--- config.mk ---
export PLATFORM = sky130hd
export DESIGN_NAME = rbe_cfg
export DESIGN_NICKNAME = d
export VERILOG_FILES = /design/src/rtl/core/assert_macros.svh /design/src/rtl/core/rbe_pkg.sv /design/src/rtl/core/rbe_cfg.sv
export SDC_FILE = /design/constraint.sdc
export NUM_CORES = 1
export LEC_CHECK = 0
export ABC_AREA = 1
export CAP_MARGIN = 20
export CORE_MARGIN = 4
export CORE_UTILIZATION = 35
export DETAILED_ROUTE_END_ITERATION = 16
export DONT_BUFFER_PORTS = 1
export PLACE_DENSITY = 0.5
export SLEW_MARGIN = 30
export SYNTH_ARGS = -nofsm -noshare
export SYNTH_HDL_FRONTEND = slang
export SYNTH_SLANG_ARGS = --single-unit
--- constraint.sdc ---
create_clock -name clk -period 0.9 [get_ports clk]
set_clock_uncertainty 0.05 [all_clocks]
set_input_delay 0.09 -clock clk [delete_from_list [all_inputs] [get_ports clk]]
set_output_delay 0.09 -clock clk [all_outputs]
set_load 0.01 [all_outputs]
--- src/rtl/core/assert_macros.svh ---
// Assertion macros for the block's RTL files.
// Depends on nothing; included by modules that carry assertions.
`ifndef ASSERT_MACROS_SVH
`define ASSERT_MACROS_SVH

// Same-cycle implication, disabled while reset is asserted.
`define RBE_ASSERT_IMP(lbl, clk, rst_n, ante, cons) \
	lbl: assert property (@(posedge clk) disable iff (!rst_n) (ante) |-> (cons)) \
	else $error("rbe assertion failed");

// Next-cycle implication, disabled while reset is asserted.
`define RBE_ASSERT_NEXT(lbl, clk, rst_n, ante, cons) \
	lbl: assert property (@(posedge clk) disable iff (!rst_n) (ante) |=> (cons)) \
	else $error("rbe assertion failed");

`endif

--- src/rtl/core/rbe_pkg.sv ---
// Shared types and constants of the region boundary edge unit.
// Depends on nothing; used by every module of the block but rbe_ram.
package rbe_pkg;

	localparam int IN_W  = 40;
	localparam int OUT_W = 128;

	localparam logic [1:0] REG_SEL_REGION  = 2'd0;
	localparam logic [1:0] REG_CM_PER_TILE = 2'd1;
	localparam logic [1:0] REG_GRID_WIDTH  = 2'd2;
	localparam logic [1:0] REG_GRID_HEIGHT = 2'd3;

	localparam logic [1:0] SIDE_WEST  = 2'd0;
	localparam logic [1:0] SIDE_EAST  = 2'd1;
	localparam logic [1:0] SIDE_NORTH = 2'd2;
	localparam logic [1:0] SIDE_SOUTH = 2'd3;

	localparam logic OP_WRITE = 1'b0;

	localparam logic [15:0] CM_RESET = 16'd100;
	localparam logic [7:0]  GRID_RESET = 8'd128;

	typedef enum logic [2:0] {
		PROBE_CENTER,
		PROBE_WEST,
		PROBE_EAST,
		PROBE_NORTH,
		PROBE_SOUTH
	} probe_t;

	typedef struct packed {
		logic [15:0] sel_region;
		logic [15:0] cm_per_tile;
		logic [7:0]  grid_width;
		logic [7:0]  grid_height;
	} cfg_t;

	typedef struct packed {
		logic   accept;
		logic   rd_en;
		probe_t probe;
		logic   lock;
		logic   emit;
	} cmd_t;

	typedef struct packed {
		logic is_query;
		logic out_free;
		logic last;
	} sts_t;

endpackage

--- src/rtl/core/rbe_cfg.sv ---
// APB register file for the four configuration registers.
// Depends on rbe_pkg for the register indexes and the cfg_t type.
module rbe_cfg (
	input  logic          clk,
	input  logic          arst_n,
	input  logic          psel,
	input  logic          penable,
	input  logic          pwrite,
	input  logic [3:0]    paddr,
	input  logic [31:0]   pwdata,
	output logic [31:0]   prdata,
	output logic          pready,
	output rbe_pkg::cfg_t cfg
);
	import rbe_pkg::*;

	cfg_t cfg_q;
	logic wr;

	assign pready = 1'b1;
	assign wr = psel & penable & pwrite & pready;
	assign cfg = cfg_q;

	always_ff @(posedge clk or negedge arst_n) begin
		if (!arst_n) begin
			cfg_q.sel_region  <= '0;
			cfg_q.cm_per_tile <= CM_RESET;
			cfg_q.grid_width  <= GRID_RESET;
			cfg_q.grid_height <= GRID_RESET;
		end else if (wr) begin
			unique case (paddr[3:2])
				REG_SEL_REGION:  cfg_q.sel_region  <= pwdata[15:0];
				REG_CM_PER_TILE: cfg_q.cm_per_tile <= pwdata[15:0];
				REG_GRID_WIDTH:  cfg_q.grid_width  <= pwdata[7:0];
				REG_GRID_HEIGHT: cfg_q.grid_height <= pwdata[7:0];
			endcase
		end
	end

	always_comb begin
		unique case (paddr[3:2])
			REG_SEL_REGION:  prdata = 32'(cfg_q.sel_region);
			REG_CM_PER_TILE: prdata = 32'(cfg_q.cm_per_tile);
			REG_GRID_WIDTH:  prdata = 32'(cfg_q.grid_width);
			REG_GRID_HEIGHT: prdata = 32'(cfg_q.grid_height);
		endcase
	end

endmodule

Word level (Yosys, flattened, before mapping)
Index checks and enable logic that the tools add are counted.
{"block": "totals", "regBits": 48, "inputBits": 41}
{"block": "classes", "eq_ne": 3, "n_mux": 1, "bitwise": 2, "reduce_logical": 5}
{"operator": "32-bit case mux with 4 select lines", "n": 1}
{"operator": "2-bit AND reduction", "n": 4}
{"operator": "2-bit == test (second input constant)", "n": 2}
{"operator": "1-bit AND", "n": 2}
{"operator": "2-bit by 1-bit == test with 1-bit output (second input constant)", "n": 1}
{"operator": "2-bit zero test", "n": 1}

Longest topological paths before layout
{"block": "logic_depth", "word_depth": 3, "ltp_mapped": 7, "depth_no_buf": 6}

Least setup slack after synthesis
OpenSTA, ideal clock, no wires.
{"block": "synth_timing", "kind": "register to output", "from": "register cfg_q (netlist bit cfg[18])", "to": "output prdata[2]", "arrival_time_ns": 0.765, "slack_ns": -0.005, "path_stages_with_launch": 3, "cell_sequence": "dfstp_2 -> nand3_1 -> nand4_1"}
{"block": "synth_between", "elab_chain_len": 1}
{"element": "start, declared", "line_no": "rbe_cfg.sv:17", "source": "cfg_t cfg_q;"}
{"element": "32-bit case mux with 4 select lines", "line_no": "rbe_cfg.sv:41", "source": "unique case (paddr[3:2])"}
{"element": "end, declared", "line_no": "rbe_cfg.sv:11", "source": "output logic [31:0] prdata,"}
Every way passes these cells. The select of a mux whose other input is x is not followed.

Worst setup path in the final report
{"block": "layout_timing", "from": "register cfg_q (netlist bit cfg[7])", "to": "output prdata[7]"}
The elaborated chain is that of the path after synthesis.

==> impl_metrics.json <==
{
  "internal_power_mw": 4.502,
  "insertion_delay_ps": 290,
  "vias": 2208,
  "finalSetupTns_ps": -7990,
  "grt_pass1_vias": 2084,
  "critPathBufInv": 0,
  "cts_tree": "yes",
  "violations": "negative hold slack, negative setup slack",
  "cp.arrival_ps": 1080,
  "syn_inst": 306,
  "overflow": 0,
  "gp_congestion": 0.7412,
  "drt_wl_total_mm": 7.188,
  "design.core.area_mm2": 0.006794,
  "rsz0062_at_grt": "true",
  "dp_hpwl_mm": 4.873,
  "final_hold_viol_count": 48,
  "top_level_ports": 122,
  "path_cells": "nand3_2 -> nand4_1",
  "power.leakage_nw": 1.794,
  "p_total_mw": 6.658,
  "yosys_warnings": 0,
  "period_share_pct": 135.4,
  "cp_data_required_time_ps": 760,
  "criticalPathCategory": "flop to output port",
  "die_width_um": 91.62,
  "htree_levels": 2,
  "holdWs_ps": -569.4,
  "clkTransAtPathRegs_ps": 90,
  "min_path_type": "input pin to asynchronous set/reset pin",
  "combPwrFrac_pct": 32.4,
  "critPathLaunchType": "flop",
  "rows": 30,
  "cp_top_family": "flip-flops",
  "route.antenna.remaining_nets": 0,
  "post-route-min-period_ps": 1219,
  "seq_power_share_pct": 47.6,
  "cts_root_buffer": "clkbuf_8",
  "ys_types": 18,
  "slowest_stage": "dfstp_2",
  "syn-cell-area_mm2": 0.002447,
  "place_inst": 433,
  "worstSetupEndpointType": "output port",
  "slew_viol_final": 0,
  "critPathMaxStageDelay_ps": 560,
  "dieArea_mm2": 0.008394,
  "drive_gt1_share_pct": 31.87,
  "track_usage_pct": 16.65,
  "ys_seq_elements": 48,
  "cts_buffer_depth": 2,
  "floorplan.initialDensity_pct": 36.02,
  "largest_register_ffs": 48,
  "antenna_cells": 0,
  "place_ws_ps": -76.39,
  "fin_ws_ps": -318.6,
  "antenna_found_initial": 0,
  "p_sw_share_pct": 32.38,
  "fmax_mhz": 820.6,
  "setup_viol": 50,
  "cts.hold.buffers_added": 16,
  "via_per_inst": 4.581,
  "layoutNonFillerInstCount": 482,
  "grt_max_degree": 49,
  "ys_seq_area_share_pct": 49.34,
  "netSwitchingPower_mw": 2.156,
  "status": "finished, violations left",
  "clock_power_share_pct": 19.9,
  "drc_errors": 0,
  "wire_per_inst_um": 14.91,
  "drt_iter0_markers": 104,
  "die-height_um": 91.62,
  "nNetsFinal": 426,
  "grt_pass1_wl_mm": 11.10,
  "maxCapViolCount": 0,
  "cp_max_fo": 2,
  "portBuffers": 0,
  "cts_buffers": 5,
  "areaGrowthSynthToFinish_pct": 40.29,
  "synth.avg_cell_area_um2": 7.998,
  "cts_sinks": 48,
  "drt-pass1-iter-count": 4,
  "ir_drop_mv": 0.9410,
  "cellPowerDensity_mw_per_mm2": 1939
}
==> per-layer routing <==
layer	GRT usage [%]	up-vias	wire, um
li1	-	1073	-
met1	22.15	1045	3079
met2	26.96	85	3508
met3	4.922	5	552
met4	3.392	0	48
met5	0	-	0
==> cells by family (layout without fill, tap and decap cells) <==
group         after synthesis  count (layout)  synth area share (%)
other cells                 2              17                0.3069
simple gates              224             224                 40.54
buf+inv                    32              97                 9.816
flops                      48              48                 49.34
==> stage by stage <==
step,instance area (um2),util (%)
floorplan,2504,-
global placement,2739,40.31
detailed placement,2739,40.31
CTS,3226,47.48
global route,3433,50.53
finish,3433,50.53
==> cell usage after synthesis, drive strengths merged <==
| master | n | share of area [%] |
|---|---|---|
| inv | 6 | 1.1 |
| conb | 2 | 0.31 |
| nand4 | 8 | 2.0 |
| nand2 | 185 | 30 |
| nor2 | 6 | 2.9 |
| dfstp | 5 | 5.4 |
| nand3 | 25 | 5.6 |
| dfrtp | 43 | 44 |
| buf | 26 | 8.7 |
==> placed cells by master (no fill, tap or decap) <==
master / n
buf_6: 47
nor2_4: 4
nor2_8: 1
nand3_1: 19
buf_4: 19
nand3_2: 5
clkbuf_1: 2
conb_1: 17
dfrtp_2: 8
inv_1: 3
inv_2: 2
dfrtp_1: 35
dlygate4sd3_1: 16
nand2_2: 18
inv_6: 1
nand2_4: 3
dfstp_2: 5
nor2_2: 1
nand2_1: 163
nand4_1: 8
nand3_4: 1
buf_12: 1
nand2_8: 1
clkbuf_8: 6
==> cell type report <==
| cell class | count | area, um2 |
|---|---|---|
| well taps | 96 | 120.1 |
| flip-flops and latches | 48 | 1217 |
| clock buffers | 8 | 90.09 |
| inverters | 6 | 27.53 |
| fillers | 665 | 3361 |
| multi-input cells | 241 | 1126 |
| repair buffers | 83 | 852.1 |
==> final timing paths <==
path / startpoint / end / slack [ps] / depth (start not counted)
max: cfg[7]$_DFFE_PN1P_ / prdata[7] / -320 / 2
min: arst_n / cfg[5]$_DFFE_PN0P_ / -570 / 0
max reg2reg: cfg[7]$_DFFE_PN1P_ / cfg[7]$_DFFE_PN1P_ / -70 / 4
min reg2reg: cfg[22]$_DFFE_PN1P_ / cfg[22]$_DFFE_PN1P_ / 450 / 2
max in group asynchronous: arst_n / cfg[18]$_DFFE_PN1P_ / 1190 / 0
min in group clk: paddr[2] / cfg[21]$_DFFE_PN1P_ / 10 / 4
==> power by group through the flow <==
stage	clock network (mW)	registers (mW)	logic, mW
finish	1.33	3.17	2.16
global route	1.46	3.24	2.36
CTS	1.37	3.16	1.82
detailed placement	0	3.15	1.40
global placement	0	3.15	1.37
floorplan	0	3.19	0.727
==> worst reg2reg max path: stages, from the launching register on <==
cell and delay, ps:
dfstp_2 560, buf_6 100, buf_6 100, nand2_2 40, nand2_1 60
==> repair_timing <==
item                                    in CTS  in global routing
pin swaps                                   35                 13
endpoints found under the setup margin      48                 64
endpoints found under the hold margin       96                 48
resized for setup                           48                 30
setup buffers                                8                 17
Note: power is estimated with default switching activity, not from simulation.
