===== src/rtl/core/assert_macros.svh =====
// Assertion macros for the block's RTL files.
// Depends on nothing; included by modules that carry assertions.
`ifndef ASSERT_MACROS_SVH
`define ASSERT_MACROS_SVH

// Same-cycle implication, disabled while reset is asserted.
`define RBE_ASSERT_IMP(lbl, clk, rst_n, ante, cons) \
	lbl: assert property (@(posedge clk) disable iff (!rst_n) (ante) |-> (cons)) \
	else $error("rbe assertion failed");

// Next-cycle implication, disabled while reset is asserted.
`define RBE_ASSERT_NEXT(lbl, clk, rst_n, ante, cons) \
	lbl: assert property (@(posedge clk) disable iff (!rst_n) (ante) |=> (cons)) \
	else $error("rbe assertion failed");

`endif


===== src/rtl/core/rbe_pkg.sv =====
// Shared types and constants of the region boundary edge unit.
// Depends on nothing; used by every module of the block but rbe_ram.
package rbe_pkg;

	localparam int IN_W  = 40;
	localparam int OUT_W = 128;

	localparam logic [1:0] REG_SEL_REGION  = 2'd0;
	localparam logic [1:0] REG_CM_PER_TILE = 2'd1;
	localparam logic [1:0] REG_GRID_WIDTH  = 2'd2;
	localparam logic [1:0] REG_GRID_HEIGHT = 2'd3;

	localparam logic [1:0] SIDE_WEST  = 2'd0;
	localparam logic [1:0] SIDE_EAST  = 2'd1;
	localparam logic [1:0] SIDE_NORTH = 2'd2;
	localparam logic [1:0] SIDE_SOUTH = 2'd3;

	localparam logic OP_WRITE = 1'b0;

	localparam logic [15:0] CM_RESET = 16'd100;
	localparam logic [7:0]  GRID_RESET = 8'd128;

	typedef enum logic [2:0] {
		PROBE_CENTER,
		PROBE_WEST,
		PROBE_EAST,
		PROBE_NORTH,
		PROBE_SOUTH
	} probe_t;

	typedef struct packed {
		logic [15:0] sel_region;
		logic [15:0] cm_per_tile;
		logic [7:0]  grid_width;
		logic [7:0]  grid_height;
	} cfg_t;

	typedef struct packed {
		logic   accept;
		logic   rd_en;
		probe_t probe;
		logic   lock;
		logic   emit;
	} cmd_t;

	typedef struct packed {
		logic is_query;
		logic out_free;
		logic last;
	} sts_t;

endpackage


===== src/rtl/core/rbe_ctrl.sv =====
// Controller: accepts items, sequences the five tile reads and the edge output.
// Depends on rbe_pkg for cmd_t, sts_t and probe_t, and on assert_macros.svh.
`include "assert_macros.svh"

module rbe_ctrl (
	input  logic          clk,
	input  logic          arst_n,
	input  logic          s_tvalid,
	output logic          s_tready,
	input  rbe_pkg::sts_t sts,
	output rbe_pkg::cmd_t cmd
);
	import rbe_pkg::*;

	typedef enum logic [1:0] {
		ST_IDLE,
		ST_READ,
		ST_DRAIN,
		ST_EMIT
	} state_t;

	state_t state_q;
	probe_t probe_q;

	always_comb begin
		s_tready   = (state_q == ST_IDLE);
		cmd.accept = s_tready & s_tvalid;
		cmd.rd_en  = (state_q == ST_READ);
		cmd.probe  = probe_q;
		cmd.lock   = (state_q == ST_DRAIN);
		cmd.emit   = (state_q == ST_EMIT) & sts.out_free;
	end

	always_ff @(posedge clk or negedge arst_n) begin
		if (!arst_n) begin
			state_q <= ST_IDLE;
			probe_q <= PROBE_CENTER;
		end else begin
			unique case (state_q)
				ST_IDLE: begin
					if (cmd.accept && sts.is_query) begin
						state_q <= ST_READ;
						probe_q <= PROBE_CENTER;
					end
				end
				ST_READ: begin
					unique case (probe_q)
						PROBE_CENTER: probe_q <= PROBE_WEST;
						PROBE_WEST:   probe_q <= PROBE_EAST;
						PROBE_EAST:   probe_q <= PROBE_NORTH;
						PROBE_NORTH:  probe_q <= PROBE_SOUTH;
						PROBE_SOUTH: begin
							state_q <= ST_DRAIN;
						end
						default: probe_q <= PROBE_CENTER;
					endcase
				end
				ST_DRAIN: state_q <= ST_EMIT;
				ST_EMIT: begin
					if (cmd.emit && sts.last) begin
						state_q <= ST_IDLE;
					end
				end
			endcase
		end
	end

	`RBE_ASSERT_NEXT(a_query_starts_reads, clk, arst_n, cmd.accept && sts.is_query, state_q == ST_READ && probe_q == PROBE_CENTER)
	`RBE_ASSERT_IMP(a_drain_after_south, clk, arst_n, state_q == ST_DRAIN, $past(state_q) == ST_READ && $past(probe_q) == PROBE_SOUTH)
	`RBE_ASSERT_NEXT(a_busy_not_ready, clk, arst_n, state_q == ST_READ || state_q == ST_DRAIN, !s_tready)

endmodule


===== config.mk =====
export PLATFORM = sky130hd
export DESIGN_NAME = rbe_ctrl
export DESIGN_NICKNAME = d
export VERILOG_FILES = /design/src/rtl/core/rbe_pkg.sv /design/src/rtl/core/rbe_ctrl.sv
export VERILOG_INCLUDE_DIRS = /design/src /design/src/rtl/core
export SDC_FILE = /design/constraint.sdc
export NUM_CORES = 1
export LEC_CHECK = 0
export BUFFER_PORTS_ARGS = -buffer_cell sky130_fd_sc_hd__buf_2
export CAP_MARGIN = 10
export CORE_AREA = 2 2 39 41
export DETAILED_ROUTE_END_ITERATION = 8
export DIE_AREA = 0 0 41 43
export SLEW_MARGIN = 10
export SYNTH_ARGS = -nofsm -noshare
export SYNTH_HDL_FRONTEND = slang
export SYNTH_SLANG_ARGS = --single-unit

===== constraint.sdc =====
create_clock -name clk -period 2.2 [get_ports clk]
set_clock_uncertainty 0.15 [all_clocks]
set_input_delay 0.22 -clock clk [delete_from_list [all_inputs] [get_ports clk]]
set_output_delay 0.22 -clock clk [all_outputs]
set_load 0.03 [all_outputs]

* After elaboration in Yosys (flattened, before gate mapping)
Index checks and enable logic that the tools add are counted.
** Storage, ports and cells
- Bits of input ports :: 6
- Register bits :: 5
- Word-level logic and storage cells :: 29
** Operators by class
- Muxes and demuxes :: 7
- Eq/ne operators :: 11
- Reduce and logical (&&, ||, !) cells :: 7
- Bitwise gates (word level) :: 2
** Operators by type and width (number)
- 3-bit case mux with 5 select lines :: 1
- 2-bit case mux with 4 select lines :: 1
- 3-bit by 2-bit == test with 1-bit output (second input constant) :: 2
- 2-bit two-way mux :: 3
- 2-bit by 1-bit != test with 1-bit output (second input constant) :: 3
- 3-bit case mux with 2 select lines :: 1
- 3-bit AND reduction :: 2
- 2-bit == test (second input constant) :: 2
- 3-bit by 1-bit == test with 1-bit output (second input constant) :: 1
- 3-bit == test (second input constant) :: 1
- 3-bit zero test :: 1
- 3-bit two-way mux :: 1
- 1-bit bitwise AND :: 2
- 2-bit by 1-bit == test with 1-bit output (second input constant) :: 1
- 1-bit logical AND :: 2
- 2-bit zero test :: 1
- 2-bit != test (second input constant) :: 1
- 2-bit nonzero test :: 1

* Depth between registers and ports, before layout
Gate-level depths: netlist (run 1).
- Depth in word-level cells :: 5
- Mapped depth :: 5
- Depth with buffers taken out :: 5

* Worst setup path before layout (run 1)
Ideal clock, no wire load.
- Path kind :: flip-flop to flip-flop
- Start point :: register probe_q[2]
- End point :: register state_q[1]
- Slack :: 300 ps
- Data arrival time :: 1622 ps
- Path buffers :: 0
- Setup time :: 128 ps
- Cell stages (with the launch flop) :: 4
- Path through :: dfrtp_1 > or3b_1 > a221oi_2 > mux2_1
** On the way
- Cells in the longest elaborated chain, start to end :: 3
** RTL lines
- start: declaration :: RTL line rbe_ctrl.sv:23 : probe_t probe_q;
- start signal: assignment :: RTL line rbe_ctrl.sv:37 : probe_q <= PROBE_CENTER;
- start signal: assignment :: RTL line rbe_ctrl.sv:43 : probe_q <= PROBE_CENTER;
- start signal: assignment :: RTL line rbe_ctrl.sv:48 : PROBE_CENTER: probe_q <= PROBE_WEST;
- 3-bit == test :: RTL line rbe_ctrl.sv:47 : unique case (probe_q)
- 2-bit by 1-bit != test with 1-bit output (no source line)
- 3-bit AND reduction (no source line)
- end signal: assignment :: RTL line rbe_ctrl.sv:53 : state_q <= ST_DRAIN;
- end signal: assignment :: RTL line rbe_ctrl.sv:58 : ST_DRAIN: state_q <= ST_EMIT;
- end signal: assignment :: RTL line rbe_ctrl.sv:61 : state_q <= ST_IDLE;
- end: declaration :: RTL line rbe_ctrl.sv:22 : state_t state_q;
No other way between the ends.
A chain may end at the register's enable or synchronous reset.

* Final worst setup path (run 1)
- Start point :: register probe_q[0]
- End point :: register state_q[1]
The elaborated chain is that of the path after synthesis.

==> results summary, run 1 <==
After Yosys synthesis, full adders, half adders and majority gates account for 18.0% of the synthesized area. The clock period minus final worst setup slack came out at 1.84 ns. Yosys attributes the largest share of cell area to dfrtp_1, ha_1, a221oi_2. The count of hold buffers inserted by post-cts repair came out at 1. In the synthesized netlist the dominant register cell turns out to be dfrtp_1. The number of rows created at floorplan is 14. In this run the static leakage power is 0.246 nW. STA classifies the critical path endpoint as a register. For this design the top-level I/O count stands at 14.

The level count of the clock H-tree came out at 1. The global-route wire length before repair came out at 952 um. The post-layout net count is 62. The iteration-0 DRC count of the detailed router is 1. The number of warning messages in the yosys log came out at 0. The via count of the first global-routing pass came out at 260. The power density of the placed cells is between 1500 and 2000 nW/um2. The wire length per cell after detailed routing is 9.12 um. The final route contains between 200 and 300 vias. The count of endpoints failing hold in the final timing report is 0. For flop-to-flop paths, the worst setup slack is 0.36 ns.

The maximum number of pins on one net before global-route repair came out at 8. The vertical die dimension came out at 43 um. The core area is 1380 um2. The post-detailed-placement half-perimeter wirelength came out at 489 um. The buffer depth of the longest clock path came out at 2. Summing the areas of all and, or, nand and nor instances in the mapped netlist gives 15.5% of the synthesized area. The number of sinks handled by clock tree synthesis is 5. The setup TNS is 0 ns. The initial antenna violation count is 0. The clock reaches the later pin of the worst-skew pair after 0.24 ns.

The full die area is 1760 um2. The clock tree from TritonCTS is done. At the placement stage, the worst setup path has a slack of 0.359 ns. The async set or reset register ratio after synthesis is 100%.

The fraction of synthesized cell area taken by the top area cell type came out at between 30% and 40%. The post-synthesis cell area is 348 um2. The part of the Yosys area used for sequential elements came out at 36.0%. The final number of max-transition violations is 0. The initial utilization of the core area, before any placement, comes to about a quarter. The number of fillers in the final layout came out at 147. Dividing the detail-routed via count by the number of cells gives ~4.3. The global placement routability congestion came out at 0.725.

The fraction of layout instances using a drive strength above 1 came out at 38.0%. The endpoint of the most critical register-to-register path is state_q[1]. The fmax came out at approximately 0.54 GHz.

The synthesized netlist contains 19 unique library cells. The data arrival time of the worst path is ~1.8 ns. The net count of the mapped netlist came out at between 40 and 50. The peak supply drop came out at 570 uV. The overall power of the completed layout came out at 735 uW. At the pin with the least slew margin, the transition time is 0.265 ns.

Setup violations remaining at the end of the flow were counted as 0. The commonest cells after synthesis are dfrtp_1, ha_1, inv_1. The number of instances in the synthesized netlist came out at 32. The iteration count of the initial detailed-routing pass came out at 2. The post-synthesis share of cell area spent on xor and xnor gates is 0%. The final worst-path setup slack is about 0.36 ns. In the global route stage, overall resource usage came out at 8.20%. The headroom to the max-slew limit is 82.1%. The fraction of the cycle the final worst path needs is 83.7%. In this run the clock root is driven by a clkbuf_4. The largest individual stage delay along the critical path comes from the cell or3b_1. The total area of multi-input combinational cells is 211 um2.

The residual antenna-violating net count after detailed routing is 0. The die is 41 um wide. The number of cells traversed by the worst register-to-register path came out at 3. The class of the most critical hold timing path is input pin to asynchronous set/reset pin. The count of antenna diodes in the layout came out at 0. Across the whole layout, storage elements account for 125 um2. The maximum fanout along the worst path came out at 7. The startpoint of the lowest-slack register-to-register path is probe_q[0].

After synthesis, the largest family of logic cells by area is compound AO/OA/AOI/OAI gates. The total overflow reported by the global router is 0. Setup repair after global routing left no endpoint under its margin. The flow ran to the end, and the final reports show no timing, DRC or antenna violations.

The critical path startpoint category is a register. The clock transition at the registers of the reported paths is 0.04 ns. The synthesis-to-finish area growth came out at 34.9%. Of the post-synthesis cell area, the part taken by muxes is 6.12%. The post-detailed-routing wire length is 602 um.

The count of flip-flops with a built-in enable after synthesis is 0. The category of the critical setup timing path is register to register. TritonCTS created 3 clock buffers. The share of the core filled with cells in the final layout came out at 33.9%.

The quantity of gates resized following cts came out at 0. The synthesized area per cell came out at ~11 um2. The post-route DRC violation count is 0. The signal on the critical path passes through or3b_1 -> a221oi_2 -> mux2_1. The max-cap check violation count is 0. The largest area contributor in the synthesized netlist is dfrtp_1. The gate family responsible for the most delay along the worst path is simple AND/OR/NAND/NOR gates. The number of buffer and inverter instances along the worst setup path is 0. The data required time at the worst endpoint is 2.17 ns. The flop and latch count out of synthesis is 5. The buffer count from post-CTS setup fixing is 0. The stage delay of the slowest cell on the critical path is roughly 0.43 ns. The number of port buffers is 13. The compound-cell area share of the yosys netlist came out at 21.2%.
-- final cells by class --
| cell class | instances | area share (%) |
|---|---|---|
| multi-input combinational | 24 | 45.1 |
| tap | 16 | 4.27 |
| inverter | 3 | 2.40 |
| timing repair buffer | 14 | 16.0 |
| clock buffer | 4 | 5.60 |
| sequential | 5 | 26.7 |
-- report_power, final --
part,internal (mW),switching [mW]
clock,0.0684,0.0345
combinational,0.178,0.273
sequential,0.135,0.0460
total,0.381,0.353
-- through the flow --
step,hold slack [ns],instance area (um2),cells
final,0.170,469,66
after global routing,0.183,469,66
after CTS,0.166,469,66
after detailed placement,-0.110,433,61
after global placement,-0.110,433,61
after floorplan,-0.226,348,32
-- logic make-up (layout without fill, tap and decap cells) --
logic type	count (synthesis)	count (layout)
AO/OA/AOI/OAI	8	8
adder cells (fa/ha/maj)	5	5
buffers and inverters	3	21
flip-flops	5	5
multiplexers	2	2
AND/OR/NAND/NOR	9	9
-- sequential cells by signal, indices dropped and copies added (netlist names) --
signal / cells
probe_q: 3
state_q: 2
-- placed cells by master, fill, tap and decap left out --
cell type / n
inv_1: 3
a32o_1: 1
o21bai_1: 1
o21ai_0: 1
o31ai_1: 1
nand2b_1: 2
a221oi_2: 1
dlygate4sd3_1: 1
nor4b_1: 1
clkbuf_1: 1
clkbuf_4: 3
or3b_1: 1
a22o_2: 1
mux2i_1: 1
nor2_1: 1
dfrtp_1: 5
mux2_1: 1
nand2_1: 2
a21o_1: 1
a21boi_2: 1
ha_1: 5
buf_2: 13
and2_1: 2
-- metal layers --
layer  wire length [um]  track usage, %
met1                294            10.2
met2                264            10.9
met3                 43            4.71
met4                  0            4.00
met5                  0               0
-- how the worst max path moves through the flow --
| stage | startpoint | endpoint | slack (ns) | cells past startpoint |
|---|---|---|---|---|
| 2_1_floorplan | probe_q[2] | state_q[1] | 0.30 | 3 |
| 3_3_place_gp | probe_q[0] | state_q[1] | 0.41 | 3 |
| 3_5_place_dp | probe_q[0] | state_q[1] | 0.36 | 3 |
| 4_1_cts | probe_q[0] | state_q[1] | 0.35 | 3 |
| 5_1_grt | probe_q[0] | state_q[1] | 0.29 | 3 |
| 6_report | probe_q[0] | state_q[1] | 0.36 | 3 |
(Power assumes the default switching activity.)
==> inputs of run 2 (changes only) <==
--- a/config.mk
+++ b/config.mk
@@ -6,6 +6,7 @@
 export SDC_FILE = /design/constraint.sdc
 export NUM_CORES = 1
 export LEC_CHECK = 0
+export ABC_AREA = 1
 export BUFFER_PORTS_ARGS = -buffer_cell sky130_fd_sc_hd__buf_2
 export CAP_MARGIN = 10
 export CORE_AREA = 2 2 39 41
==> constraint.sdc (replaced) <==
create_clock -name clk -period 1.8 [get_ports clk]
set_clock_uncertainty 0.15 [all_clocks]
set_input_delay 0.18 -clock clk [delete_from_list [all_inputs] [get_ports clk]]
set_output_delay 0.18 -clock clk [all_outputs]
set_load 0.03 [all_outputs]
==> run 2 against run 1 <==
Effect of this change: clock power is 20% higher; die area did not move; register-to-register slack worse by 0.02 ns; critical path depth grew 2; via count is 42% higher; critical endpoint is now cmd[6].
==> results summary, run 2 <==
The flow ran to the end, and the final reports show no timing, DRC or antenna violations. The part of the Yosys area used for sequential elements came out at a little over 30%. The flip-flop count of the largest register after layout is 3.

The residual antenna-violating net count after detailed routing is 0. The smallest hold slack is 0.133 ns. The portion of total power attributed to the clock network came out at 12.9%. The global placement routability congestion came out at 0.792. The via count of the first global-routing pass was 342. The setup TNS came out at 0 ns. Summed over all nets, the half-perimeter wirelength after detailed placement is 618 um.

In this run the worst hold path is classified as input pin to asynchronous set/reset pin. The most used flip-flop cell after synthesis is dfrtp_1. More flip-flops sit in one register than any other, and that register is probe_q.

In this run the number of H-tree levels came out at 1. The critical path startpoint category is a register. The post-place setup slack is between 0.3 and 0.4 ns. Per report_power, the sequential group accounts for 21.6% of the total. The fraction of synthesized cell area taken by the top area cell type came out at 30.8%.

By count the netlist is led by nand2_1, inv_1, dfrtp_1, ha_1, nand3_1. The analysis attributes to net switching a power of 503 uW. The buffer depth of the longest clock path is 2. In this run, synthesis inferred 0 flip-flops with an integrated enable. Once layout is done, the placed cells without fillers occupy 528 um2. The library cell used most frequently in the layout, excluding fill and tap cells, is nand2_1.

Once the clock tree was built, the setup fixing pass inserted 0 buffers. The post-detailed-routing wire length is 743 um. The data arrival time of the worst path came out at approximately 1.3 ns. The clock transition at the registers of the reported paths came out at approximately 0.040 ns. The post-layout net count came out at 91. The average via count per standard cell is 4.26.

The number of sinks handled by clock tree synthesis came out at 5. The slew at the pin with the worst max-slew slack came out at 0.202 ns. Clock tree synthesis selected as its root buffer the cell clkbuf_4. The quantity of gates resized following cts came out at 0. The internal power of the cells is 452 uW. The count of hold buffers inserted by post-cts repair came out at 1. The iteration-0 DRC count of the detailed router came out at 2. The count of antenna diodes in the layout came out at 0. The fraction of layout instances using a drive strength above 1 is approximately a quarter. After global routing the overflow that remains totals 0.

In the final layout, the registers with the most flip-flops are probe_q x3, state_q x2. The worst setup path is of the register to primary output kind. The headroom to the max-slew limit is 86.5%. The number of warning messages in the yosys log is 0. The synthesis-to-finish area growth is 29.8%. From bottom edge to top edge, the die measures 43 um. After layout, the minimum clock period comes to 1.64 ns. The cell area reported after detailed placement is 492 um2. Setup repair after global routing left no endpoint under its margin. The most frequently used cell type in the post-synthesis netlist is nand2_1. Setup slack closes at 0.161 ns.

Dividing the final minimum period by the clock period gives 91.0%. The total number of vias is approximately 410. The async set or reset register ratio after synthesis came out at 100%. The maximum fanout along the worst path is 5. The initial antenna violation count came out at 0. The total clock buffers created by CTS came out at 3. The analysis attributes to cell leakage a power of 0.332 nW.

The iteration count of the initial detailed-routing pass is 2. The top cell types in the final layout, fill and taps aside, are nand2_1, buf_2, inv_1. The synthesized area per cell is 6.67 um2.

Sorting the synthesized cells by area gives the leading types as dfrtp_1, nand2_1, ha_1. The peak supply drop came out at between 800 and 900 uV. The largest area contributor in the synthesized netlist is dfrtp_1.

The global-route wire length before repair came out at between 1000 and 1500 um. Power spread over the standard cell area amounts to roughly 1800 nW/um2. The count of endpoints failing hold in the final timing report is 0. The clock tree from TritonCTS is done.

When the netlist entered floorplanning its net count stood at 72. The final number of max-transition violations is 0. The max-cap check violation count is 0. The global-route usage over all layers is 10.9%. The initial cell density of the core came out at 29.4%. The post-synthesis cell area came out at between 400 and 500 um2. The element type at the critical path end is a primary output.

The switching power as a share of total power is between 50% and 60%. The data required time at the worst endpoint is 1.47 ns. The number of port buffers is 13. The horizontal extent of the die came out at between 40 and 50 um. The number of endpoints failing setup at the final stage is 0. The core area is about 1400 um2. The maximum number of pins on one net before global-route repair is 8. Counting every instance in the synthesized netlist gives 61.

The overall power of the completed layout came out at 956 uW. The flop and latch count out of synthesis is 5. The post-route DRC violation count is 0. The count of pins on the block boundary is 14. The fmax came out at 0.610 GHz. The source-to-sink clock delay at the later pin of the worst-skew pair is 0.23 ns.

The unique cell type count in the Yosys netlist came out at 13. The share of total power in combinational logic is between 60% and 70%. The wire length per cell after detailed routing came out at roughly 8 um. Row generation in the floorplan step produced 14 rows. The die covers ~1800 um2.
==> run 2: cell types whose count changed after synthesis, moves of 2 or more <==
cell / before / now
nand2b_1: 2 / 0
and2_1: 2 / 0
nor2_1: 1 / 4
nand2_1: 2 / 25
nand4_1: 0 / 2
inv_1: 3 / 9
nand3_1: 0 / 5
==> run 2: worst paths after layout <==
path / cells after the start / to / start / slack (ns)
max: 5 / cmd[6] / state_q[0] / 0.16
min: 2 / probe_q[0] / arst_n / 0.13
max reg2reg: 5 / probe_q[0] / state_q[0] / 0.34
min reg2reg: 2 / state_q[1] / state_q[1] / 0.38
max in group asynchronous: 2 / state_q[1] / arst_n / 1.24
min in group clk: 5 / probe_q[1] / sts[2] / 0.22
==> run 2: area by class of cell <==
class / count / area [um2]
timing repair buffer: 14 / 75.1
multi-input combinational: 46 / 244
inverter: 10 / 37.5
tap: 16 / 20.0
sequential: 5 / 125
fill: 158 / 856
clock buffer: 4 / 26.3
==> run 2: layer usage <==
| layer | GRT usage (%) | up-vias | wire length [um] |
|---|---|---|---|
| met1 | 11.5 | 176 | 345 |
| met2 | 15.3 | 7 | 365 |
| met5 | 0 | - | 0 |
| met4 | 10.0 | 0 | 0 |
| met3 | 4.71 | 0 | 32 |
| li1 | - | 222 | - |
==> run 2: cells by family after synthesis <==
kind of cell  share of synthesized area, %
fa+ha+maj                             15.4
flops                                 30.8
buf+inv                               9.23
simple gates                          44.6
==> run 2: through the flow <==
step	std cells	util, %
after floorplan	61	-
after global placement	90	35.5
after detailed placement	90	35.5
after CTS	95	38.2
after global routing	95	38.2
final	95	38.2
==> run 2: power groups by stage <==
| stage | logic [mW] | registers [mW] | clock network, mW |
|---|---|---|---|
| after detailed placement | 0.628 | 0.208 | 0 |
| after global routing | 0.701 | 0.215 | 0.140 |
| final | 0.626 | 0.206 | 0.124 |
| after CTS | 0.637 | 0.207 | 0.131 |
| after global placement | 0.629 | 0.207 | 0 |
| after floorplan | 0.462 | 0.239 | 0 |
==> run 2: worst max-delay path: stages (launching register included) <==
cell,delay (ns)
dfrtp_1,0.41
inv_1,0.11
ha_1,0.25
nand2_1,0.07
inv_1,0.05
buf_2,0.18
