--- config.mk ---
export PLATFORM = sky130hd
export DESIGN_NAME = rbe_dp
export DESIGN_NICKNAME = d
export VERILOG_FILES = /design/src/rtl/core/assert_macros.svh /design/src/rtl/core/rbe_pkg.sv /design/src/rtl/core/rbe_dp.sv
export SDC_FILE = /design/constraint.sdc
export NUM_CORES = 1
export LEC_CHECK = 0
export BUFFER_PORTS_ARGS = -buffer_cell sky130_fd_sc_hd__buf_2
export CAP_MARGIN = 15
export CORE_MARGIN = 5
export CORE_UTILIZATION = 60
export CTS_CLUSTER_DIAMETER = 50
export DETAILED_ROUTE_END_ITERATION = 12
export MAX_ROUTING_LAYER = met4
export PLACE_DENSITY = 0.81
export SLEW_MARGIN = 40
export SYNTH_ARGS = -nofsm -noshare
export SYNTH_HDL_FRONTEND = slang
export SYNTH_SLANG_ARGS = --single-unit
--- constraint.sdc ---
create_clock -name clk -period 11.3 [get_ports clk]
set_clock_uncertainty 0.1 [all_clocks]
set_input_delay 0.565 -clock clk [delete_from_list [all_inputs] [get_ports clk]]
set_output_delay 0.565 -clock clk [all_outputs]
set_load 0.01 [all_outputs]
--- src/rtl/core/assert_macros.svh ---
// Assertion macros for the block's RTL files.
// Depends on nothing; included by modules that carry assertions.
`ifndef ASSERT_MACROS_SVH
`define ASSERT_MACROS_SVH

// Same-cycle implication, disabled while reset is asserted.
`define RBE_ASSERT_IMP(lbl, clk, rst_n, ante, cons) \
	lbl: assert property (@(posedge clk) disable iff (!rst_n) (ante) |-> (cons)) \
	else $error("rbe assertion failed");

// Next-cycle implication, disabled while reset is asserted.
`define RBE_ASSERT_NEXT(lbl, clk, rst_n, ante, cons) \
	lbl: assert property (@(posedge clk) disable iff (!rst_n) (ante) |=> (cons)) \
	else $error("rbe assertion failed");

`endif

--- src/rtl/core/rbe_pkg.sv ---
// Shared types and constants of the region boundary edge unit.
// Depends on nothing; used by every module of the block but rbe_ram.
package rbe_pkg;

	localparam int IN_W  = 40;
	localparam int OUT_W = 128;

	localparam logic [1:0] REG_SEL_REGION  = 2'd0;
	localparam logic [1:0] REG_CM_PER_TILE = 2'd1;
	localparam logic [1:0] REG_GRID_WIDTH  = 2'd2;
	localparam logic [1:0] REG_GRID_HEIGHT = 2'd3;

	localparam logic [1:0] SIDE_WEST  = 2'd0;
	localparam logic [1:0] SIDE_EAST  = 2'd1;
	localparam logic [1:0] SIDE_NORTH = 2'd2;
	localparam logic [1:0] SIDE_SOUTH = 2'd3;

	localparam logic OP_WRITE = 1'b0;

	localparam logic [15:0] CM_RESET = 16'd100;
	localparam logic [7:0]  GRID_RESET = 8'd128;

	typedef enum logic [2:0] {
		PROBE_CENTER,
		PROBE_WEST,
		PROBE_EAST,
		PROBE_NORTH,
		PROBE_SOUTH
	} probe_t;

	typedef struct packed {
		logic [15:0] sel_region;
		logic [15:0] cm_per_tile;
		logic [7:0]  grid_width;
		logic [7:0]  grid_height;
	} cfg_t;

	typedef struct packed {
		logic   accept;
		logic   rd_en;
		probe_t probe;
		logic   lock;
		logic   emit;
	} cmd_t;

	typedef struct packed {
		logic is_query;
		logic out_free;
		logic last;
	} sts_t;

endpackage

--- src/rtl/core/rbe_dp.sv ---
// Datapath: tile store access, neighbor tests, corner and index math, result register.
// Depends on rbe_pkg; drives the tile store RAM through its port.
module rbe_dp #(
	parameter int MAX_WIDTH   = 128,
	parameter int MAX_HEIGHT  = 128,
	parameter int REGION_BITS = 16
) (
	input  logic                                      clk,
	input  logic                                      arst_n,
	input  rbe_pkg::cfg_t                             cfg,
	input  rbe_pkg::cmd_t                             cmd,
	output rbe_pkg::sts_t                             sts,
	// s_tdata: tile_x[6:0], tile_y[13:7], tile_region[29:14], tile_kind[32:30], zero pad
	input  logic [rbe_pkg::IN_W-1:0]                  s_tdata,
	// s_tuser: op[0]
	input  logic                                      s_tuser,
	output logic                                      mem_we,
	output logic [$clog2(MAX_WIDTH*MAX_HEIGHT)-1:0]   mem_addr,
	output logic [REGION_BITS+2:0]                    mem_wdata,
	input  logic [REGION_BITS+2:0]                    mem_rdata,
	output logic                                      m_tvalid,
	input  logic                                      m_tready,
	// m_tdata: side[1:0], x_start[25:2], y_start[49:26], x_end[73:50], y_end[97:74],
	// inside_tile[111:98], outside_exists[112], outside_tile[126:113], zero pad
	output logic [rbe_pkg::OUT_W-1:0]                 m_tdata,
	// m_tuser: has_edge[0]
	output logic                                      m_tuser,
	output logic                                      m_tlast
);
	import rbe_pkg::*;

	localparam int AW = $clog2(MAX_WIDTH * MAX_HEIGHT);
	localparam int LW = REGION_BITS;
	localparam logic [AW-1:0] ROW_STEP = AW'(MAX_WIDTH);

	logic [6:0]    in_x, in_y;
	logic [15:0]   in_region;
	logic [2:0]    in_kind;
	logic          in_range;
	logic [AW-1:0] wr_addr, rd_addr;

	logic [6:0]    x_q, y_q;
	logic [AW-1:0] ca_q;
	logic [LW-1:0] sel_m;
	logic [7:0]    w, h;
	logic [3:0]    ex;
	logic          on_grid;

	logic [15:0]   t_q;
	logic [22:0]   cx_q, cy_q;
	logic [14:0]   half_q;
	logic [23:0]   lx_q, hx_q, ly_q, hy_q;

	probe_t        probe_s1;
	logic          rdv_s1;
	logic          match;
	logic [4:0]    walk_q, walk_now;
	logic [3:0]    edge_mask;
	logic [3:0]    pend_q, sel_oh, rest;
	logic [1:0]    side_sel;
	logic          has;

	logic [1:0]    o_side;
	logic [23:0]   o_xs, o_ys, o_xe, o_ye;
	logic          o_ex;
	logic [13:0]   o_nt;
	logic [15:0]   nt_full;

	logic          valid_q;
	logic          has_q, last_q, oex_q;
	logic [1:0]    side_q;
	logic [23:0]   xs_q, ys_q, xe_q, ye_q;
	logic [13:0]   in_tile_q, out_tile_q;

	assign in_x      = s_tdata[6:0];
	assign in_y      = s_tdata[13:7];
	assign in_region = s_tdata[29:14];
	assign in_kind   = s_tdata[32:30];

	assign in_range = (32'(in_x) < 32'(MAX_WIDTH)) && (32'(in_y) < 32'(MAX_HEIGHT));
	assign wr_addr  = AW'(32'(in_y) * 32'(MAX_WIDTH) + 32'(in_x));

	assign sel_m = LW'(cfg.sel_region);
	assign w = (32'(cfg.grid_width) > 32'(MAX_WIDTH)) ? 8'(MAX_WIDTH) : cfg.grid_width;
	assign h = (32'(cfg.grid_height) > 32'(MAX_HEIGHT)) ? 8'(MAX_HEIGHT) : cfg.grid_height;

	assign ex[0] = (x_q != 7'd0);
	assign ex[1] = (8'(x_q) + 8'd1 < w);
	assign ex[2] = (y_q != 7'd0);
	assign ex[3] = (8'(y_q) + 8'd1 < h);
	assign on_grid = (8'(x_q) < w) && (8'(y_q) < h) && (sel_m != '0);

	always_comb begin
		unique case (cmd.probe)
			PROBE_CENTER: rd_addr = ca_q;
			PROBE_WEST:   rd_addr = ex[0] ? ca_q - AW'(1) : ca_q;
			PROBE_EAST:   rd_addr = ex[1] ? ca_q + AW'(1) : ca_q;
			PROBE_NORTH:  rd_addr = ex[2] ? ca_q - ROW_STEP : ca_q;
			PROBE_SOUTH:  rd_addr = ex[3] ? ca_q + ROW_STEP : ca_q;
			default:      rd_addr = ca_q;
		endcase
	end

	assign mem_we    = cmd.accept && (s_tuser == OP_WRITE) && in_range;
	assign mem_addr  = cmd.rd_en ? rd_addr : wr_addr;
	assign mem_wdata = {in_kind, LW'(in_region)};

	always_ff @(posedge clk) begin
		if (cmd.accept) begin
			x_q  <= in_x;
			y_q  <= in_y;
			ca_q <= in_range ? wr_addr : '0;
		end
		t_q    <= 16'(y_q) * 16'(w) + 16'(x_q);
		cx_q   <= 23'(x_q) * 23'(cfg.cm_per_tile);
		cy_q   <= 23'(y_q) * 23'(cfg.cm_per_tile);
		half_q <= cfg.cm_per_tile[15:1];
		lx_q   <= 24'(cx_q) - 24'(half_q);
		hx_q   <= 24'(cx_q) + 24'(half_q);
		ly_q   <= 24'(cy_q) - 24'(half_q);
		hy_q   <= 24'(cy_q) + 24'(half_q);
	end

	assign match = (mem_rdata[LW-1:0] == sel_m) && (mem_rdata[LW+2:LW+1] == 2'b00);

	always_comb begin
		walk_now = walk_q;
		if (rdv_s1) begin
			walk_now[probe_s1] = match;
		end
		for (int s = 0; s < 4; s++) begin
			edge_mask[s] = walk_now[0] && on_grid && !(ex[s] && walk_now[s + 1]);
		end
	end

	always_ff @(posedge clk or negedge arst_n) begin
		if (!arst_n) begin
			rdv_s1   <= 1'b0;
			probe_s1 <= PROBE_CENTER;
		end else begin
			rdv_s1   <= cmd.rd_en;
			probe_s1 <= cmd.probe;
		end
	end

	always_ff @(posedge clk) begin
		walk_q <= walk_now;
	end

	assign sel_oh = pend_q & (~pend_q + 4'd1);
	assign rest   = pend_q & ~sel_oh;
	assign has    = (pend_q != 4'd0);

	always_comb begin
		priority if (pend_q[0]) begin
			side_sel = SIDE_WEST;
		end else if (pend_q[1]) begin
			side_sel = SIDE_EAST;
		end else if (pend_q[2]) begin
			side_sel = SIDE_NORTH;
		end else begin
			side_sel = SIDE_SOUTH;
		end
	end

	always_comb begin
		unique case (side_sel)
			SIDE_WEST: begin
				o_xs = lx_q; o_ys = hy_q; o_xe = lx_q; o_ye = ly_q;
				nt_full = t_q - 16'd1;
			end
			SIDE_EAST: begin
				o_xs = hx_q; o_ys = ly_q; o_xe = hx_q; o_ye = hy_q;
				nt_full = t_q + 16'd1;
			end
			SIDE_NORTH: begin
				o_xs = lx_q; o_ys = ly_q; o_xe = hx_q; o_ye = ly_q;
				nt_full = t_q - 16'(w);
			end
			SIDE_SOUTH: begin
				o_xs = hx_q; o_ys = hy_q; o_xe = lx_q; o_ye = hy_q;
				nt_full = t_q + 16'(w);
			end
		endcase
		o_ex   = ex[side_sel];
		o_nt   = o_ex ? nt_full[13:0] : 14'd0;
		o_side = side_sel;
		if (!has) begin
			o_side = 2'd0;
			o_xs = '0; o_ys = '0; o_xe = '0; o_ye = '0;
			o_ex = 1'b0;
			o_nt = '0;
		end
	end

	always_ff @(posedge clk) begin
		if (cmd.lock) begin
			pend_q <= edge_mask;
		end else if (cmd.emit) begin
			pend_q <= rest;
		end
		if (cmd.emit) begin
			has_q      <= has;
			last_q     <= (rest == 4'd0);
			side_q     <= o_side;
			xs_q       <= o_xs;
			ys_q       <= o_ys;
			xe_q       <= o_xe;
			ye_q       <= o_ye;
			in_tile_q  <= has ? t_q[13:0] : 14'd0;
			oex_q      <= o_ex;
			out_tile_q <= o_nt;
		end
	end

	always_ff @(posedge clk or negedge arst_n) begin
		if (!arst_n) begin
			valid_q <= 1'b0;
		end else if (cmd.emit) begin
			valid_q <= 1'b1;
		end else if (m_tready) begin
			valid_q <= 1'b0;
		end
	end

	assign sts.is_query = (s_tuser != OP_WRITE);
	assign sts.out_free = !valid_q || m_tready;
	assign sts.last     = (rest == 4'd0);

	assign m_tvalid = valid_q;
	assign m_tuser  = has_q;
	assign m_tlast  = last_q;
	assign m_tdata  = {1'b0, out_tile_q, oex_q, in_tile_q, ye_q, xe_q, ys_q, xs_q, side_q};

endmodule

==> After elaboration in Yosys (flattened, before gate mapping) <==
Cells that the tools add are included.
{ "word_totals": {"inputBits": 118, "reg_bits": 342, "out_inout_bits": 168, "elab_cells": 128} }
{ "classes": {"n_addsub": 17, "bitwise": 5, "n_mul": 3, "n_reduce_logical": 34, "order_cmp": 9, "n_eq_ne": 8, "n_mux": 26} }
{ "ops": {"columns": ["op", "count"], "rows": [
  ["case mux 24 bit (2 select lines)", 4],
  ["case mux 14 bit (4 select lines)", 2],
  ["two-way mux 14 bit", 5],
  ["adder 23 x 15 -> 24 bit", 2],
  ["subtractor 23 x 15 -> 24 bit", 2],
  ["multiplier 7 x 16 -> 23 bit", 2],
  ["adder 14 x 1 -> 14 bit, second input constant", 2],
  ["adder 14 x 7 -> 14 bit", 2],
  ["subtractor 14 x 1 -> 14 bit, second input constant", 2],
  ["adder 7 x 1 -> 8 bit, second input constant", 2],
  ["equality test 16 bit", 1],
  ["> comparator 8 bit, second input constant", 2],
  ["< comparator 7 x 8 -> 1 bit", 2],
  ["< comparator 8 bit", 2],
  ["two-way mux 8 bit", 2],
  ["nonzero test 16 bit", 1],
  ["adder 14 x 8 -> 14 bit", 1],
  ["adder 14 x 8 -> 14 bit, second input constant", 1],
  ["logical AND 1 bit", 14],
  ["multiplier 7 x 8 -> 14 bit", 1],
  ["nonzero test 7 bit", 2],
  ["subtractor 14 x 8 -> 14 bit", 1],
  ["subtractor 14 x 8 -> 14 bit, second input constant", 1],
  ["bitwise AND 4 bit", 2],
  ["26 further kinds", 44]
]} }

==> Longest topological paths before layout <==
Gate-level depths: netlist (run 1).
{ "logic_depth": {"depth_word": 10, "ltp_mapped": 21, "mapped_depth_nobuf": 19} }

==> Least setup slack after synthesis (run 1) <==
No wires, ideal clock.
{ "synth_path": {"path_type": "reg2reg", "start": "register y_q[1]", "end": "register cy_q[20]", "synth_period_minus_slack_ns": 5.189, "required_time_ns": 11.138, "setup_ns": 0.062, "slack_ns": 6.111, "path_buffers": 3, "path_stages_with_launch": 20, "arrival_ns": 5.027, "cell_sequence": "edfxtp_1 clkbuf_1 clkbuf_1 clkbuf_1 nand2_1 fa_1 fa_1 inv_1 fa_1 inv_1 fa_1 inv_1 ha_1 a21o_1 a21o_1 a21oi_1 a32o_1 a311oi_1 or4_1 nand3_1"} }
{ "synth_via": {"elab_chain_len": 1} }
{ "synth_rtl": {"columns": ["element", "line_no", "source"], "rows": [
  ["from (decl)", "rbe_dp.sv:42", "logic [6:0] x_q, y_q;"],
  ["from (signal assigned)", "rbe_dp.sv:111", "y_q <= in_y;"],
  ["multiplier 7 x 16 -> 23 bit", "rbe_dp.sv:116", "cy_q <= 23'(y_q) * 23'(cfg.cm_per_tile);"],
  ["to (signal assigned)", "rbe_dp.sv:116", null],
  ["to (decl)", "rbe_dp.sv:50", "logic [22:0] cx_q, cy_q;"]
]} }
Every way passes these cells.
A chain may end at the register's enable or synchronous reset.

==> Final worst setup path (run 1) <==
{ "layout_path": {"start": "register x_q[3]", "end": "output port mem_addr[11]"} }
{ "layout_via": {"elab_chain_len": 5, "elab_cells_between_ends": 7, "classes_between": "add/sub (1); order compare (1); mux (4); reduce/logical (1)"} }
{ "layout_rtl": {"columns": ["element", "line_no", "source"], "rows": [
  ["from (decl)", "rbe_dp.sv:42", null],
  ["from (signal assigned)", "rbe_dp.sv:110", "x_q <= in_x;"],
  ["adder 7 x 1 -> 8 bit", "rbe_dp.sv:88", "assign ex[1] = (8'(x_q) + 8'd1 < w);"],
  ["< comparator 8 bit", "rbe_dp.sv:88", null],
  ["two-way mux 14 bit", "rbe_dp.sv:97", "PROBE_EAST: rd_addr = ex[1] ? ca_q + AW'(1) : ca_q;"],
  ["case mux 14 bit (4 select lines) *", "rbe_dp.sv:94", "unique case (cmd.probe)"],
  ["two-way mux 14 bit *", "rbe_dp.sv:105", "assign mem_addr = cmd.rd_en ? rd_addr : wr_addr;"],
  ["to (decl)", "rbe_dp.sv:18", "output logic [$clog2(MAX_WIDTH*MAX_HEIGHT)-1:0] mem_addr,"]
]} }
Mark *: on every way between the ends. The rest lies on a longest branch, timed or not.

==> run summary, run 1 <==
status = finished, final reports clean
initial antenna violation count = 1
Seq/Total Area, Yosys = 31.4%
CTS tree = done
grt met3 use = 3.24%
synth unique cells = 98
dominant synthesized flop cell = dfxtp_1
r2r setup slk = 6.13 ns
Clock Sinks = 324
drt drc = 0
core area = 41900 µm²
cts hold-fix bufs = 1
worst min-delay path class = in2reg
unrepaired setup endpoints after global routing = false
RR Endpoint = cy_q[22]$_DFF_P_
Synth-to-Final Area Change = 10.8%
Max VDD drop = 0.118 mV
Post-CTS Setup Bufs = 0
share of layout cells above drive strength 1 = 12.9%
area of the mapped netlist = 25300 µm²
initial core utilization = 60.6%
Critical Path Stages = 13
dpl cells = 3357
worst relative slew slack = 42.4%
count leader, synth = nand2_1
min cycle time layout = 5.46 ns
RD Place Congestion = 0.918
Yosys reg bits = 324
Setup CP Type = reg2out
Cell Pwr Density = 225 nW/µm²
R2R cell count = 18
Warnings, synthesis = 0
number of setup violations in the final report = 0
CP Data Required Time = 10.64 ns
Critical Path, Cell by Cell = buf_6, inv_1, nor3_2, xor2_1, ha_1, a2111oi_0, a211oi_1, a221oi_4, a21oi_1, a221o_1, or4_1, o221a_2, buf_2
post-DP HPWL = 47100 µm
Final Routed Wirelength = 61600 µm
CTS buffer count = 38
Setup crit end kind = primary output
CTS clk-pin slew, worst paths = 0.05 ns
via count = 19800
cts repair resizes = 0
Die ar. = 46400 µm²
leakage power = 0.0129 µW
Syn Inst Count = 2707
Final TNS setup = 0 ns
count of final hold-check violations = 0
CP max FO = 15
synth cell count leaders = 290 x nand2_1, 272 x inv_1, 224 x ha_1
Skew-Pair Late Insertion Delay = 0.56 ns
Top Ports = 286
Yosys top cell by area = edfxtp_1
Worst Setup Start Kind = flip-flop
mean post-synth cell area = 9.36 µm²
Worst path top cell family by delay = compound AO/OA/AOI/OAI gates
worst setup path start = x_q[3]$_DFFE_PP_
final worst-path cycle share = 48.3%
First-pass DRT Iterations = 8
antenna viol nets, final = 0
Most Used Layer, Global Route = met2
Pins Over Slew Limit = 0
GRT met1 Usage = 32.5%
routed len/inst = 17.9 µm
GR Util met2 = 46.0%
DIE WIDTH = 216 µm
hold path depth = 1
H-tree depth = 2
Net Count, Synth = 3227
Post-synth EDFFs = 145
via-per-instance ratio = 5.76
clk root buf = clkbuf_16
CP max stage delay = 0.65 ns
largest net degree at the start of global routing = 89
non-filler cells, final = 3433
nets@finish = 3383
row count = 75
Die Ht = 216 µm
worst r2r src = y_q[4]$_DFFE_PP_
Slowest-stage cell, CP = a221oi_4
max_cap viols = 0
remaining global-route overflow = 0
Synth top area share = 17.2%
ys async rst share = 1.54%
drt initial violations = 1591
CP Data Arrival Time = 4.79 ns
Critical path buffers and inverters = 3
first-pass GRT wire length = 101000 µm
vias in the first global route = 20400
Worst Setup EP = mem_addr[11]
Max Clk Rate = 183 MHz
Area contributors post-synth = edfxtp_1 17%, fa_1 14%, dfxtp_1 14%
GRT Total Usage = 27.0%
pin slew with the least headroom to its limit = 0.864 ns
port bufs = 238
Clock Path Buffers = 3
FILL cells = 3314
cell usage in the layout, fill, tap and decap left out, types with 14 or more instances in the layout:
| cell | synthesis | layout |
|---|---|---|
| nand2b_1 | 22 | 22 |
| clkbuf_16 | 0 | 40 |
| nand3_1 | 32 | 32 |
| nand2_1 | 290 | 290 |
| and3_1 | 15 | 15 |
| edfxtp_1 | 145 | 145 |
| mux2i_1 | 47 | 47 |
| and2_1 | 173 | 173 |
| fa_1 | 178 | 178 |
| nor2_1 | 204 | 203 |
| o21bai_1 | 16 | 16 |
| inv_1 | 272 | 272 |
| nor3_1 | 45 | 45 |
| nor2b_1 | 26 | 24 |
| a31oi_1 | 18 | 18 |
| ha_1 | 224 | 223 |
| a211oi_1 | 16 | 16 |
| xor2_1 | 60 | 60 |
| a21oi_1 | 157 | 157 |
| dfxtp_1 | 174 | 174 |
| buf_2 | 9 | 237 |
| xnor2_1 | 109 | 109 |
| o21ai_1 | 15 | 15 |
| o21a_1 | 26 | 26 |
| nand4_1 | 14 | 14 |
| o21ai_0 | 55 | 55 |
| o211ai_1 | 15 | 15 |
| a21o_1 | 21 | 21 |
per-layer routing:
layer	vias up	part of all wire, %
li1	9352	-
met1	9561	41
met2	711	49
met3	160	5.4
met4	0	4.7
met5	-	0
where the power goes:
| part | internal [µW] | total, µW | switching (µW) |
|---|---|---|---|
| Clock | 698 | 1190 | 497 |
| Combinational | 1380 | 3220 | 1840 |
| Sequential | 1680 | 1900 | 229 |
| Total | 3760 | 6320 | 2560 |
layout make-up:
cell class                      instances  area (µm²)  share of cell area [%]
Multi-Input combinational cell       1960       15700                    56.0
Antenna cell                            1        2.50                 0.00891
Clock buffer                           54        1100                    3.94
Timing Repair Buffer                  261        1410                    5.04
Sequential cell                       324        7960                    28.4
Inverter                              278        1040                    3.72
Tap cell                              539         674                    2.40
Clock inverter                         16         154                   0.548
kinds of logic after synthesis:
family,Yosys count,share of synthesized area [%]
other,1,0.0148
buffers and inverters,423,6.73
adder cells (fa/ha/maj),403,25.2
multiplexers,55,2.21
XOR/XNOR,169,5.84
AO/OA/AOI/OAI,432,11.2
AND/OR/NAND/NOR,900,17.4
flip-flops,324,31.4
sequential cells by signal, indices dropped and copies added, names as in the netlist, 2 cells and up:
register,count
out_tile_q,14
cy_q,23
xs_q,24
x_q,6
ys_q,24
lx_q,23
pend_q,4
t_q,14
ly_q,23
probe_s1,3
hy_q,24
side_q,2
y_q,7
half_q,15
walk_q,5
in_tile_q,14
hx_q,24
cx_q,23
ye_q,23
xe_q,23
per-stage QoR:
step                utilization (%)  setup slack [ns]  hold slack, ns  area (µm²)  total power [µW]
floorplan                         -              6.11           0.169       25300              4330
global placement               63.7              5.94           0.299       26700              4990
detailed placement             63.9              5.88           0.300       26700              5100
CTS                            66.9              5.59          0.0692       28000              6330
global route                   67.1              5.69          0.0873       28100              6860
finish                         67.1              5.84           0.102       28100              6320
worst min path at each step:
stage                          start              endpoint  slack (ns)
after floorplan               arst_n  m_tvalid$_DFFE_PN0P_        0.17
after global placement        arst_n  m_tvalid$_DFFE_PN0P_        0.30
after detailed placement      arst_n  m_tvalid$_DFFE_PN0P_        0.30
after CTS                 s_tdata[9]      y_q[2]$_DFFE_PP_        0.07
after global routing      s_tdata[9]      y_q[2]$_DFFE_PP_        0.09
final                     s_tdata[9]      y_q[2]$_DFFE_PP_        0.10
worst register-to-register path, stage by stage (launching register included):
cell      delay (ns)
edfxtp_1        0.41
buf_4           0.27
and2_1          0.22
fa_1            0.54
inv_1           0.06
fa_1            0.48
inv_1           0.05
fa_1            0.48
inv_1           0.05
fa_1            0.47
inv_1           0.04
ha_1            0.36
a21o_1          0.16
a21o_1          0.14
a21oi_1         0.14
a32o_1          0.28
a311oi_1        0.46
a31oi_1         0.17
nor3_1          0.23
Note: power is estimated with default switching activity, not from simulation.
==> run 2: changes to the inputs <==
ABC_AREA = 1   (was default)
CORE_UTILIZATION = 55   (was 60)
PLACE_DENSITY = 0.79   (was 0.81)
clock period = 4.83 ns   (was 11.3 ns; I/O delays follow)
==> run summary, run 2 <==
Yosys top cell by area = edfxtp_1
worst min-delay path class = in2reg
non-filler cells, final = 4156 (+21%)
top layer used by detailed routing = met4
largest net degree at the start of global routing = 94 (+5.6%)
post-route worst setup slack = 0.171 ns (-5.67 ns)
initial core utilization = 55.8% (-4.8 points)
Cell Pwr Density = 533 nW/µm² (+140%)
Met2 Routed Length = 30100 µm (+0.51%)
Pins Over Slew Limit = 0 (unchanged)
Max VDD drop = 0.273 mV (+130%)
First-pass DRT Iterations = 6 (-2)
count leader, synth = nand2_1
commonest non-fill, non-tap cell in the layout = nand2_1
CTS buffer count = 39 (+2.6%)
Syn Inst Count = 3251 (+20%)
area of the mapped netlist = 26100 µm² (+2.9%)
Net Count, Synth = 3771 (+17%)
flip-flop and latch area = 7960 µm² (unchanged)
H-tree depth = 2 (unchanged)
dpl cells = 4036 (+20%)
synth unique cells = 59 (-40%)
Synth-to-Final Area Change = 14.9%
core area = 46800 µm² (+12%)
post-DP HPWL = 50600 µm (+7.5%)
Critical Path, Cell by Cell = buf_4, nand2_1, inv_1, fa_1, fa_1, fa_1, fa_1, ha_4, nand2_1, nor2_4, nand2_1, o211ai_1, a31oi_2, o21bai_1, buf_4, xor2_1
Yosys reg bits = 324 (unchanged)
port bufs = 238 (unchanged)
nets@finish = 4038 (+19%)
vias in the first global route = 21100 (+3.4%)
Top Ports = 286 (unchanged)
Post-synth EDFFs = 145 (unchanged)
most frequent cells in the layout = 664 x nand2_1, 651 x inv_1, 237 x buf_2
ys async rst share = 1.54% (unchanged)
met1 WL = 28700 µm (+13%)
metal3 WL = 4620 µm (+38%)
CP max stage delay = 0.55 ns (-0.10 ns)
initial antenna violation count = 2 (+1)
Die Ht = 228 µm (+5.7%)
worst relative slew slack = 41.6% (-0.81 points)
leakage power = 0.0159 µW (+23%)
status = finished, final reports clean
Clock Path Buffers = 3 (unchanged)
Setup CP Type = reg2reg
drt drc = 0 (unchanged)
Setup crit end kind = flip-flop
CP max FO = 8 (-7)
Area contributors post-synth = edfxtp_1 17%, fa_1 14%, dfxtp_1 13%
synth cell count leaders = 665 x nand2_1, 652 x inv_1, 224 x ha_1
RD Place Congestion = 0.967 (+5.4%)
pin slew with the least headroom to its limit = 0.867 ns (+0.00295 ns)
min cycle time layout = 4.66 ns
Final TNS setup = 0 ns (unchanged)
routed len/inst = 15.6 µm (-13%)
drt initial violations = 1910 (+20%)
Skew-Pair Late Insertion Delay = 0.56 ns (about the same)
antenna viol nets, final = 0 (unchanged)
# diodes = 0 (-1)
share of layout cells above drive strength 1 = 13.3% (+0.43 points)
Clock Sinks = 324 (unchanged)
GRT Total Usage = 25.3% (-1.6 points)
dominant synthesized flop cell = dfxtp_1
via count = 21600 (+9.2%)
Place WS = 0.0455 ns (-5.84 ns)
row count = 79 (+5.3%)
max_cap viols = 0 (unchanged)
CTS clk-pin slew, worst paths = 0.06 ns (about the same)
Seq/Total Area, Yosys = 30.5% (-0.87 points)
Max Clk Rate = 215 MHz
Slowest-stage cell, CP = fa_1
number of setup violations in the final report = 0 (unchanged)
first-pass GRT wire length = 107000 µm (+5.6%)
CP Data Required Time = 5.19 ns (-5.45 ns)
Warnings, synthesis = 0 (unchanged)
final worst-path cycle share = 96.5%
Die ar. = 51900 µm² (+12%)
multi-input logic area = 15100 µm² (-4.1%)
mean post-synth cell area = 8.02 µm² (-14%)
CP Data Arrival Time = 5.01 ns (+0.22 ns)
FILL cells = 3906 (+18%)
count of final hold-check violations = 0 (unchanged)
Final Routed Wirelength = 65000 µm (+5.5%)
Synth top area share = 16.7% (-0.48 points)
CTS tree = done
clk root buf = clkbuf_16
most frequent CP cell = fa_1
Worst Setup Start Kind = flip-flop
remaining global-route overflow = 0 (unchanged)
via-per-instance ratio = 5.20 (-9.8%)
DIE WIDTH = 228 µm (+5.7%)
## run 2: changes by cell type after synthesis, moves of 77 or more
cell     delta
inv_1     +380
xor2_1     +77
o21ai_0   +121
nand3_1    +81
and2_1    -170
nand2_1   +375
xnor2_1    -84
## run 2: through the flow
step	power, µW	cell area [µm²]	util, %	hold WS (ns)
2_1_floorplan	10500	26100	-	-0.154
3_3_place_gp	12600	28100	60.0	-0.0408
3_5_place_dp	12800	28100	60.0	-0.0413
4_1_cts	15800	29700	63.6	0.0165
5_1_grt	17400	29900	64.0	0.0393
6_report	16000	29900	64.0	0.0264
## run 2: layout make-up
type | instances | area share, %
clock inverter | 20 | 0.598
timing repair buffer | 365 | 7.94
tap | 607 | 2.54
multi-input combinational | 2127 | 50.3
sequential | 324 | 26.6
inverter | 661 | 8.31
clock buffer | 52 | 3.70
## run 2: worst paths after layout
kind | start | endpoint | slack (ns) | cells after the start
max in group asynchronous | arst_n | m_tvalid$_DFFE_PN0P_ | 3.95 | 3
max | ca_q[6]$_DFFE_PP_ | cx_q[15]$_DFF_P_ | 0.17 | 16
min reg2reg | m_tvalid$_DFFE_PN0P_ | m_tvalid$_DFFE_PN0P_ | 0.38 | 2
min | cmd[1] | pend_q[1]$_DFFE_PP_ | 0.03 | 4
min in group asynchronous | arst_n | probe_s1[1]$_DFF_PN0_ | 0.49 | 3
max reg2reg | ca_q[6]$_DFFE_PP_ | cx_q[15]$_DFF_P_ | 0.17 | 16
## run 2: critical path: cells and delay by family (launching register included)
kind | cells | cell delay [ns]
AO/OA/AOI/OAI | 3 | 0.46
AND/OR/NAND/NOR | 4 | 0.42
flip-flops | 1 | 0.52
buffers and inverters | 3 | 0.41
XOR/XNOR | 1 | 0.20
adder cells (fa/ha/maj) | 5 | 2.42
## run 2: where the power goes
part	leakage, µW	total, µW	internal [µW]	switching, µW
Clock	0.000633	2860	1660	1200
Sequential	0.00299	4520	4020	497
Combinational	0.0123	8600	3340	5250
Total	0.0159	16000	9020	6950
## run 2: cells by family (layout without fill, tap and decap cells)
family | Yosys count | after routing | share of synthesized area, %
and+or+nand+nor | 1105 | 1105 | 17.7
buffers and inverters | 800 | 1098 | 12.1
adders and majority gates | 402 | 402 | 24.4
DFF | 324 | 324 | 30.5
AOI/OAI and AO/OA | 457 | 457 | 9.79
xor gates and xnor gates | 162 | 162 | 5.44
other | 1 | 1 | 0.0144
## run 2: timing repair
action,in CTS,in global routing
setup buffers,0,11
endpoints found under the hold margin,53,0
endpoints found under the setup margin,0,27
resized for setup,0,24
hold buffers,36,0
## run 2: routing by layer
| metal | GRT usage (%) | vias up |
|---|---|---|
| li1 | - | 10700 |
| met1 | 34.6 | 10000 |
| met2 | 40.3 | 794 |
| met3 | 3.23 | 105 |
| met4 | 6.96 | 0 |
| met5 | - | - |
